File: src/bc12_pkg.sv
`timescale 1ns / 1ps

package bc12_pkg;

    localparam int unsigned PixCount = 16;
    localparam int unsigned PixIdxW  = 4;

    // x / 3 for x <= 765 as (x * 683) >> 11
    localparam logic [9:0] Div3Mult  = 10'd683;
    localparam int unsigned Div3Shift = 11;

    localparam logic [7:0] AlphaOpaque = 8'hff;
    localparam logic [7:0] AlphaClear  = 8'h00;

    localparam logic [1:0] SelTransp = 2'd3;

    typedef struct packed {
        logic [63:0] color_bits;
        logic [63:0] alpha_bits;
    } in_item_t;

    typedef struct packed {
        logic [PixIdxW-1:0] pixel_index;
        logic [7:0]         red;
        logic [7:0]         green;
        logic [7:0]         blue;
        logic [7:0]         alpha;
        logic               last;
    } out_item_t;

    typedef logic [7:0] chan_t;

    // one color per palette entry, channels red, green, blue
    typedef struct packed {
        chan_t r;
        chan_t g;
        chan_t b;
    } rgb_t;

    // decoded block handed to the pixel sequencer
    typedef struct packed {
        rgb_t [3:0]  pal;
        logic        four;
        logic        mode;
        logic [31:0] sel;
        logic [63:0] alpha_bits;
    } blk_t;

endpackage

File: src/bc12_palette.sv
`timescale 1ns / 1ps

module bc12_palette (
    input  logic               aclk,
    input  logic               aresetn,
    input  logic               mode,
    input  logic               in_valid,
    output logic               in_ready,
    input  bc12_pkg::in_item_t in_item,
    output logic               out_valid,
    input  logic               out_ready,
    output bc12_pkg::blk_t     out_blk
);

    typedef struct packed {
        logic [7:0] c0;
        logic [7:0] c1;
        logic [9:0] t2;
        logic [9:0] t3;
    } chan_sum_t;

    function automatic logic [7:0] widen5(input logic [4:0] v);
        widen5 = {v, v[4:2]};
    endfunction

    function automatic logic [7:0] widen6(input logic [5:0] v);
        widen6 = {v, v[5:4]};
    endfunction

    function automatic logic [7:0] div3(input logic [9:0] x);
        logic [19:0] prod;
        prod = x * bc12_pkg::Div3Mult;
        div3 = prod[bc12_pkg::Div3Shift +: 8];
    endfunction

    // stage 1: widened endpoints and weighted sums
    logic            v1_reg;
    logic            v1_next;
    chan_sum_t [2:0] sum1_reg;
    logic            four1_reg;
    logic            mode1_reg;
    logic [31:0]     sel1_reg;
    logic [63:0]     abits1_reg;

    // stage 2: full palette
    logic            v2_reg;
    logic            v2_next;
    bc12_pkg::blk_t  blk2_reg;

    logic            adv1;
    logic            adv2;

    logic [15:0]     ep0;
    logic [15:0]     ep1;
    logic            four;
    logic [7:0]      c0 [3];
    logic [7:0]      c1 [3];
    chan_sum_t [2:0] sum_next;
    bc12_pkg::blk_t  blk_next;

    assign adv2     = !v2_reg || out_ready;
    assign adv1     = !v1_reg || adv2;
    assign in_ready = adv1;

    assign ep0  = in_item.color_bits[15:0];
    assign ep1  = in_item.color_bits[31:16];
    assign four = mode || (ep0 > ep1);

    always_comb begin
        c0[0] = widen5(ep0[15:11]);
        c0[1] = widen6(ep0[10:5]);
        c0[2] = widen5(ep0[4:0]);
        c1[0] = widen5(ep1[15:11]);
        c1[1] = widen6(ep1[10:5]);
        c1[2] = widen5(ep1[4:0]);
        for (int c = 0; c < 3; c++) begin
            sum_next[c].c0 = c0[c];
            sum_next[c].c1 = c1[c];
            if (four) begin
                sum_next[c].t2 = {c0[c], 1'b0} + {2'b00, c1[c]};
                sum_next[c].t3 = {2'b00, c0[c]} + {c1[c], 1'b0};
            end else begin
                sum_next[c].t2 = {2'b00, c0[c]} + {2'b00, c1[c]};
                sum_next[c].t3 = '0;
            end
        end
    end

    // channel 0 is red, 1 green, 2 blue
    always_comb begin
        logic [7:0] p2 [3];
        logic [7:0] p3 [3];
        for (int c = 0; c < 3; c++) begin
            p2[c] = four1_reg ? div3(sum1_reg[c].t2) : sum1_reg[c].t2[8:1];
            p3[c] = four1_reg ? div3(sum1_reg[c].t3) : 8'd0;
        end
        blk_next.pal[0]     = '{r: sum1_reg[0].c0, g: sum1_reg[1].c0, b: sum1_reg[2].c0};
        blk_next.pal[1]     = '{r: sum1_reg[0].c1, g: sum1_reg[1].c1, b: sum1_reg[2].c1};
        blk_next.pal[2]     = '{r: p2[0], g: p2[1], b: p2[2]};
        blk_next.pal[3]     = '{r: p3[0], g: p3[1], b: p3[2]};
        blk_next.four       = four1_reg;
        blk_next.mode       = mode1_reg;
        blk_next.sel        = sel1_reg;
        blk_next.alpha_bits = abits1_reg;
    end

    assign v1_next = adv1 ? in_valid : v1_reg;
    assign v2_next = adv2 ? v1_reg : v2_reg;

    always_ff @(posedge aclk) begin
        if (!aresetn) begin
            v1_reg <= 1'b0;
            v2_reg <= 1'b0;
        end else begin
            v1_reg <= v1_next;
            v2_reg <= v2_next;
        end
    end

    always_ff @(posedge aclk) begin
        if (adv1 && in_valid) begin
            sum1_reg   <= sum_next;
            four1_reg  <= four;
            mode1_reg  <= mode;
            sel1_reg   <= in_item.color_bits[63:32];
            abits1_reg <= in_item.alpha_bits;
        end
        if (adv2 && v1_reg) begin
            blk2_reg <= blk_next;
        end
    end

    assign out_valid = v2_reg;
    assign out_blk   = blk2_reg;

endmodule

File: src/bc12_pixel_seq.sv
`timescale 1ns / 1ps

module bc12_pixel_seq (
    input  logic                aclk,
    input  logic                aresetn,
    input  logic                blk_valid,
    output logic                blk_ready,
    input  bc12_pkg::blk_t      blk,
    output logic                m_valid,
    input  logic                m_ready,
    output bc12_pkg::out_item_t m_data
);

    logic                         busy_reg;
    logic                         busy_next;
    logic [bc12_pkg::PixIdxW-1:0] cnt_reg;
    logic [bc12_pkg::PixIdxW-1:0] cnt_next;
    bc12_pkg::blk_t               blk_reg;
    logic                         ov_reg;
    logic                         ov_next;
    bc12_pkg::out_item_t          out_reg;
    bc12_pkg::out_item_t          pix;

    logic advance;
    logic at_end;
    logic load;
    logic [1:0] s;
    logic [3:0] nib;

    assign advance   = !ov_reg || m_ready;
    assign at_end    = (cnt_reg == bc12_pkg::PixIdxW'(bc12_pkg::PixCount - 1));
    assign blk_ready = !busy_reg || (advance && at_end);
    assign load      = blk_ready && blk_valid;

    assign s   = blk_reg.sel[{cnt_reg, 1'b0} +: 2];
    assign nib = blk_reg.alpha_bits[{cnt_reg, 2'b00} +: 4];

    always_comb begin
        pix.pixel_index = cnt_reg;
        pix.red         = blk_reg.pal[s].r;
        pix.green       = blk_reg.pal[s].g;
        pix.blue        = blk_reg.pal[s].b;
        pix.last        = at_end;
        if (blk_reg.mode) begin
            pix.alpha = {nib, nib};
        end else if (!blk_reg.four && s == bc12_pkg::SelTransp) begin
            pix.alpha = bc12_pkg::AlphaClear;
        end else begin
            pix.alpha = bc12_pkg::AlphaOpaque;
        end
    end

    always_comb begin
        busy_next = busy_reg;
        cnt_next  = cnt_reg;
        ov_next   = advance ? busy_reg : ov_reg;
        if (busy_reg && advance) begin
            cnt_next = cnt_reg + 1'b1;
            if (at_end) begin
                busy_next = 1'b0;
            end
        end
        if (load) begin
            busy_next = 1'b1;
            cnt_next  = '0;
        end
    end

    always_ff @(posedge aclk) begin
        if (!aresetn) begin
            busy_reg <= 1'b0;
            cnt_reg  <= '0;
            ov_reg   <= 1'b0;
        end else begin
            busy_reg <= busy_next;
            cnt_reg  <= cnt_next;
            ov_reg   <= ov_next;
        end
    end

    always_ff @(posedge aclk) begin
        if (load) begin
            blk_reg <= blk;
        end
        if (busy_reg && advance) begin
            out_reg <= pix;
        end
    end

    assign m_valid = ov_reg;
    assign m_data  = out_reg;

endmodule

File: src/bc1_bc2_block_decoder.sv
`timescale 1ns / 1ps

// channel   direction  handshake              payload
// s_        in         s_valid / s_ready      in_item_t: color_bits, alpha_bits
// m_        out        m_valid / m_ready      out_item_t: pixel_index, rgba, last
// cfg_      in         cfg_valid / cfg_ready  cfg_data: mode
//
// one block in, sixteen pixel transfers out, one per cycle while m_ready is high,
// set by the single pixel sequencer reading the decoded palette
// after the block transfer, the first pixel passes the two palette stages, the
// sequencer load and the output register
// while the sequencer works, the next block is decoded and waits in the palette stages
// m_ready low freezes the output register and the sequencer; nothing is dropped
// aresetn is synchronous, active low; clears valids and sets mode to BC1

module bc1_bc2_block_decoder (
    input  logic                aclk,
    input  logic                aresetn,
    input  logic                s_valid,
    output logic                s_ready,
    input  bc12_pkg::in_item_t  s_data,
    output logic                m_valid,
    input  logic                m_ready,
    output bc12_pkg::out_item_t m_data,
    input  logic                cfg_valid,
    output logic                cfg_ready,
    input  logic                cfg_data
);

    logic           mode_reg;
    logic           blk_valid;
    logic           blk_ready;
    bc12_pkg::blk_t blk;

    assign cfg_ready = 1'b1;

    always_ff @(posedge aclk) begin
        if (!aresetn) begin
            mode_reg <= 1'b0;
        end else if (cfg_valid) begin
            mode_reg <= cfg_data;
        end
    end

    bc12_palette u_palette (
        .aclk      (aclk),
        .aresetn   (aresetn),
        .mode      (mode_reg),
        .in_valid  (s_valid),
        .in_ready  (s_ready),
        .in_item   (s_data),
        .out_valid (blk_valid),
        .out_ready (blk_ready),
        .out_blk   (blk)
    );

    bc12_pixel_seq u_seq (
        .aclk      (aclk),
        .aresetn   (aresetn),
        .blk_valid (blk_valid),
        .blk_ready (blk_ready),
        .blk       (blk),
        .m_valid   (m_valid),
        .m_ready   (m_ready),
        .m_data    (m_data)
    );

endmodule

File: config.mk
export PLATFORM = sky130hd
export DESIGN_NAME = bc1_bc2_block_decoder
export DESIGN_NICKNAME = d
export VERILOG_FILES = /design/src/bc12_pkg.sv /design/src/bc12_palette.sv /design/src/bc12_pixel_seq.sv /design/src/bc1_bc2_block_decoder.sv
export SDC_FILE = /design/constraint.sdc
export NUM_CORES = 1
export LEC_CHECK = 0
export BUFFER_PORTS_ARGS = -buffer_cell sky130_fd_sc_hd__buf_2
export CAP_MARGIN = 20
export CORE_UTILIZATION = 33
export DETAILED_ROUTE_END_ITERATION = 7
export PLACE_DENSITY = 0.47
export SLEW_MARGIN = 20
export SYNTH_ARGS = -nofsm -noshare
export SYNTH_HDL_FRONTEND = slang
export SYNTH_SLANG_ARGS = --single-unit
File: constraint.sdc
create_clock -name aclk -period 17.4 [get_ports aclk]
set_input_delay 3.48 -clock aclk [delete_from_list [all_inputs] [get_ports aclk]]
set_output_delay 3.48 -clock aclk [all_outputs]
set_load 0.01 [all_outputs]
==> results of run 1 <==
==> cells in the final DEF, fill, tap and decap left out, types with 7 or more instances in the layout <==
master | netlist | final
o31a_1 | 10 | 10
dfxtp_1 | 9 | 8
o21a_1 | 28 | 28
a211o_1 | 7 | 7
nand4_1 | 23 | 23
nor2b_1 | 19 | 17
nor3_1 | 39 | 39
xnor2_1 | 63 | 63
o21ai_0 | 48 | 48
nor3b_1 | 11 | 11
a31oi_1 | 25 | 24
bufinv_16 | 0 | 7
edfxtp_1 | 579 | 579
a21oi_1 | 81 | 81
clkbuf_16 | 0 | 70
clkinv_2 | 0 | 9
a211oi_1 | 19 | 19
clkinv_1 | 0 | 13
nand2b_1 | 12 | 12
nor2_1 | 88 | 88
and3_1 | 10 | 10
buf_2 | 11 | 172
o211ai_1 | 8 | 8
mux4_2 | 26 | 26
ha_1 | 413 | 413
nand3_1 | 19 | 19
fa_1 | 135 | 135
nand2_1 | 84 | 84
o31ai_1 | 7 | 7
mux2i_1 | 33 | 33
a21o_1 | 40 | 40
xor2_1 | 21 | 21
mux2_2 | 15 | 15
o21bai_1 | 16 | 16
and4_1 | 8 | 8
mux4_1 | 11 | 11
clkbuf_1 | 21 | 11
buf_4 | 9 | 13
inv_1 | 329 | 329
==> path summary, 6_finish.rpt <==
kind / from / to / slack [ps] / cells past startpoint
max: m_ready / s_ready / 9360 / 5
min: u_palette.abits1_reg[57]$_DFFE_PP_ / u_palette.out_blk[57]$_DFFE_PP_ / 410 / 0
min reg2reg: u_palette.abits1_reg[57]$_DFFE_PP_ / u_palette.out_blk[57]$_DFFE_PP_ / 410 / 0
max reg2reg: u_palette.sum1_reg[16]$_DFFE_PP_ / u_palette.out_blk[169]$_DFFE_PP_ / 12270 / 14
==> critical path, cell delays in order <==
cell	delay [ps]
buf_2	100
nor2b_1	270
o21a_1	410
nand3_1	150
buf_2	160
==> final cells by class <==
class / count / area share, %
inverters: 329 / 3.27
multi-input cells: 1405 / 37.3
flip-flops and latches: 588 / 46.6
clock inverters: 40 / 1.21
clock buffers: 81 / 4.75
diodes: 2 / 0.0133
well taps: 1287 / 4.27
repair buffers: 187 / 2.62
==> logic make-up after synthesis <==
logic type | after synthesis
compound gates | 346
xor+xnor | 84
fa+ha+maj | 548
buf+inv | 374
flops | 588
mux | 87
other cells | 1
simple gates | 339
==> power by group through the flow <==
| stage | logic (mW) | clock network (mW) | registers [mW] |
|---|---|---|---|
| 2_1_floorplan | 2.33 | 0 | 1.83 |
| 3_3_place_gp | 3.02 | 0 | 1.86 |
| 3_5_place_dp | 3.04 | 0 | 1.86 |
| 4_1_cts | 3.08 | 1.48 | 1.83 |
| 5_1_grt | 3.51 | 1.53 | 1.84 |
| 6_report | 3.05 | 1.43 | 1.82 |
==> stage by stage <==
| stage | setup slack, ps | hold WS (ps) | instance area [um2] |
|---|---|---|---|
| 2_1_floorplan | 3330 | 400 | 33100 |
| 3_3_place_gp | 9380 | 400 | 35500 |
| 3_5_place_dp | 9330 | 405 | 35500 |
| 4_1_cts | 9340 | 404 | 37700 |
| 5_1_grt | 9290 | 413 | 37700 |
| 6_report | 9360 | 410 | 37700 |
==> routing by layer <==
metal,track usage [%],up-vias,routed length [um]
li1,-,9113,-
met1,21.1,9407,36100
met2,23.8,412,33800
met3,3.07,108,3460
met4,3.52,16,1460
met5,0,-,96
==> results.yml, run 1 <==
logic_synthesis:
  syn_inst: 2367
  synth_flop_cell: "edfxtp_1"
  synthAdderAreaFrac_pct: 23.8
  synthMuxAreaShare_pct: 4.23
  syn_avg_cell_area_um2: 14.0
  synth_area_leaders: "edfxtp_1, ha_1, fa_1"
  synth_largest_area_cell: "edfxtp_1"
  yosys_warnings: 0
  yosysMostFrequentCell: "edfxtp_1"
  yosysSeqAreaShare_pct: 53.1
  synthesis.nets: 3049
  synth_xor_area_share_pct: 2.23
  synth_top_area_share_pct: 52.6
  synth.cell_area_um2: 33100
  async_reset_ff_share_pct: 0
  yosys.area_share.simple_pct: 5.05
  synth_seq_cells: 588
  synth_edf_count: 579
  ys_types: 73
  synth_compound_area_share_pct: 7.08
  synth.top_cells.by_count: "edfxtp_1, ha_1, inv_1"
  synth_top_family_by_area: "adder cells"
clocking:
  path_clk_slew_ps: 60
  post-cts-setup-buffers: 0
  cts.sinks: 588
  clk_latency_ps: 620
  cts-htree-levels: 3
  ctsResizeCount: 0
  numCtsBuffers: 68
  cts_root_buffer: "clkbuf_16"
  cts_tree: "yes"
  cts_hold_buf: 0
  clock_path_buffers: 3
final_layout:
  fin_nets: 3261
  multi_input_area_um2: 14100
  drive_above_1_share_pct: 13.2
  register_area_um2: 17600
  area_delta_synth_final_pct: 14.1
  stdcell_count: 3919
  finish.utilization_pct: 38.2
  nFillCells: 9341
setup_path:
  critPathCaptureType: "output port"
  start_kind: "input pin"
  critPathRequiredTime_ps: 13920
  path_class: "input pin to output port"
  critPathArrivalTime_ps: 4560
  critPathMaxFanout: 6
pwr:
  switching_share_pct: 38.1
  combPwrFrac_pct: 48.4
  seq_power_share_pct: 28.9
  powerDensity_nw_per_um2: 167
  power.leakage_nw: 15.7
  intPower_mw: 3.90
  power.total_mw: 6.31
  p_sw_mw: 2.40
  clockPowerShare_pct: 22.7
  vdd_drop_max_v: 0.000106
timing:
  rsz0062_at_grt: "no"
  setup_tns_ps: 0
  hold_violations: 0
  worstMarginPinSlew_ps: 1020
  finalCriticalPeriod_ps: 8040
  max_slew_margin_pct: 32.1
  slew_viol_final: 0
  max_freq_mhz: 124
  final-setup-viol-count: 0
  fin_crit_sh_pct: 46.2
  finClkSkew_ps: 20.0
route:
  drt_pass1_iterations: 5
  num_vias: 19100
  drc: 0
  drtAntennaViolNets: 0
  post_drt_wl_per_cell_um: 19.1
  drt_iter0_drc: 977
  via_per_inst: 4.86
  routed_wl_mm: 74.9
floorplan:
  rows: 115
  dieHeight_um: 319
  initial_core_util_pct: 33.4
  fp.coreArea_um2: 98900
  die_w_um: 319
  ios: 174
  die-area_um2: 101000
global_routing:
  grt_pass1_vias: 20200
  overflow: 0
  grtUsageTotal_pct: 15.0
  grt_max_degree: 148
  antenna_found_initial: 13
  grt_pass1_wl_mm: 118
placement:
  dp.cells: 3796
  portBuffers: 172
  hpwl_mm: 55.4
  gp_congestion: 0.856
worst_hold_path:
  min-delay-path-class: "flop to flop"
flow_run:
  cap_viol_max_count: 0
outcome:
  status: "complete, no violations"
No activity file was read; power rests on OpenSTA's default activity.
==> run 2, diff against run 1 <==
==> constraint.sdc (replaced) <==
create_clock -name aclk -period 6.5 [get_ports aclk]
set_input_delay 1.3 -clock aclk [delete_from_list [all_inputs] [get_ports aclk]]
set_output_delay 1.3 -clock aclk [all_outputs]
set_load 0.01 [all_outputs]
==> run 2 against run 1 <==
Sequential share of layout area fell by 0.18 points. Final cell count is essentially flat. Largest power group unchanged. Sequential power rose to 2.7 times the previous value. Setup slack worse by 7900 ps. Flip-flop and latch count unchanged. Combinational power grew to 2.7 times the previous value. Critical path depth increased by 11. Register-to-register slack got worse by 11000 ps.
==> results.yml, run 2 (synthesis gave the netlist of run 1 again) <==
floorplan:
  dieHeight_um: 319
  rows: 115
  initial_core_util_pct: 33.4
  fp.coreArea_um2: 98900
  ios: 174
  die_w_um: 319
  die-area_um2: 101000
timing:
  setup_tns_ps: 0
  hold_ws_ps: 399
  final-setup-viol-count: 0
  slew_viol_final: 0
  worstMarginPinSlew_ps: 1030
  hold_violations: 0
  finClkSkew_ps: 39.9
  rsz0062_at_grt: "no"
  max_slew_margin_pct: 31.4
  finalCriticalPeriod_ps: 5030
  fin_crit_sh_pct: 77.3
  max_freq_mhz: 199
setup_path:
  critPathCaptureType: "flop"
  crit_start: "u_palette.sum1_reg[77]$_SDFFCE_PP0P_"
  slowest_stage: "fa_1"
  critPathTopFamily: "adder cells"
  path_class: "flop to flop"
  critPathArrivalTime_ps: 5390
  crit_end: "u_palette.out_blk[177]$_SDFFCE_PN0P_"
  worstPathCellList: "ha_1, ha_1, inv_1, fa_1, inv_1, fa_1, inv_1, fa_1, inv_1, ha_1, a211oi_1, o211ai_1, o311a_1, a311o_1, a21o_1, mux2_1"
  reg2reg_depth: 16
  start_kind: "flop"
  r2r_setup_slack_ps: 1470
  cp_slowest_stage_delay_ps: 530
  critPathMaxFanout: 5
  rr_endpoint: "u_palette.out_blk[177]$_SDFFCE_PN0P_"
  worstReg2RegStart: "u_palette.sum1_reg[77]$_SDFFCE_PP0P_"
  cp_common_cell: "inv_1"
  critPathRequiredTime_ps: 6870
  cp.buffers_inverters: 4
  cp_num_cells: 16
pwr:
  power.leakage_nw: 15.7
  switching_share_pct: 38.2
  combPwrFrac_pct: 48.3
  intPower_mw: 10.6
  powerDensity_nw_per_um2: 454
  clockPowerShare_pct: 23.4
  seq_power_share_pct: 28.2
  p_sw_mw: 6.58
  vdd_drop_max_v: 0.000322
global_routing:
  grt_pass1_wl_mm: 118
  grt_max_degree: 137
  overflow: 0
  grt_pass1_vias: 20300
  antenna_found_initial: 14
  grtUsageTotal_pct: 15.0
final_layout:
  finish.utilization_pct: 38.3
  final_common_cell: "edfxtp_1"
  insertedDiodeCount: 0
  finalInstanceArea_um2: 37900
  drive_above_1_share_pct: 13.2
  stdcell_count: 3917
  fin_nets: 3261
  layout_common_cells: "edfxtp_1, ha_1, inv_1, buf_2, fa_1"
  area_delta_synth_final_pct: 14.5
clocking:
  post-cts-setup-buffers: 0
  clock_path_buffers: 3
  path_clk_slew_ps: 60
  clk_latency_ps: 640
  cts_root_buffer: "clkbuf_16"
  cts.sinks: 588
  cts_hold_buf: 0
  cts-htree-levels: 3
  ctsResizeCount: 0
  numCtsBuffers: 69
  cts_tree: "yes"
route:
  drc: 0
  post_drt_wl_per_cell_um: 19.1
  routed_wl_mm: 74.7
  via_per_inst: 4.83
  drt_iter0_drc: 1048
  drt_pass1_iterations: 5
  drtAntennaViolNets: 0
  num_vias: 18900
placement:
  gp_congestion: 0.838
  portBuffers: 172
  dp.cells: 3795
  hpwl_mm: 55.4
  placed_area_um2: 35500
worst_hold_path:
  min-delay-path-class: "flop to flop"
flow_run:
  cap_viol_max_count: 0
outcome:
  status: "complete, no violations"
run 2: area by class of cell:
type	count	area (um2)
clock buffer	82	1800
clock inverter	40	562
fill	9430	61000
inverter	329	1230
multi-input combinational	1405	14100
sequential	588	17600
tap	1287	1610
timing repair buffer	186	1030
run 2: worst min-delay path by stage:
| stage | to | depth (start not counted) | start | slack, ps |
|---|---|---|---|---|
| 2_1_floorplan | u_palette.out_blk[0]$_DFFE_PP_ | 0 | u_palette.abits1_reg[0]$_DFFE_PP_ | 400 |
| 5_1_grt | u_palette.out_blk[135]$_DFFE_PP_ | 0 | u_palette.blk_next[135]$_DFFE_PP_ | 400 |
| 6_report | u_palette.out_blk[135]$_DFFE_PP_ | 0 | u_palette.blk_next[135]$_DFFE_PP_ | 400 |
| 3_3_place_gp | u_palette.out_blk[31]$_DFFE_PP_ | 0 | u_palette.abits1_reg[31]$_DFFE_PP_ | 400 |
| 4_1_cts | u_palette.out_blk[135]$_DFFE_PP_ | 0 | u_palette.blk_next[135]$_DFFE_PP_ | 390 |
| 3_5_place_dp | u_palette.out_blk[120]$_DFFE_PP_ | 0 | u_palette.blk_next[120]$_DFFE_PP_ | 400 |
run 2: per-stage QoR:
stage               setup slack (ps)  power [mW]
detailed placement              1450        13.2
global placement                1460        13.2
CTS                             1440        17.4
global route                    1210        18.7
finish                          1470        17.2
floorplan                       1090        11.1
run 2: power groups by stage:
stage / Sequential, mW / Clock [mW] / Combinational [mW]
2_1_floorplan: 4.87 / 0 / 6.23
3_3_place_gp: 4.94 / 0 / 8.29
3_5_place_dp: 4.95 / 0 / 8.30
4_1_cts: 4.87 / 4.17 / 8.39
5_1_grt: 4.89 / 4.31 / 9.54
6_report: 4.86 / 4.03 / 8.32
run 2: routing by layer:
layer  wire length [um]  global-route usage [%]  vias to the layer above
met5                138                       0                        -
met4               1520                    3.98                       22
met3               3790                    3.42                      119
met2              34300                    24.1                      383
met1              35000                    20.2                     9304
li1                   -                       -                     9092
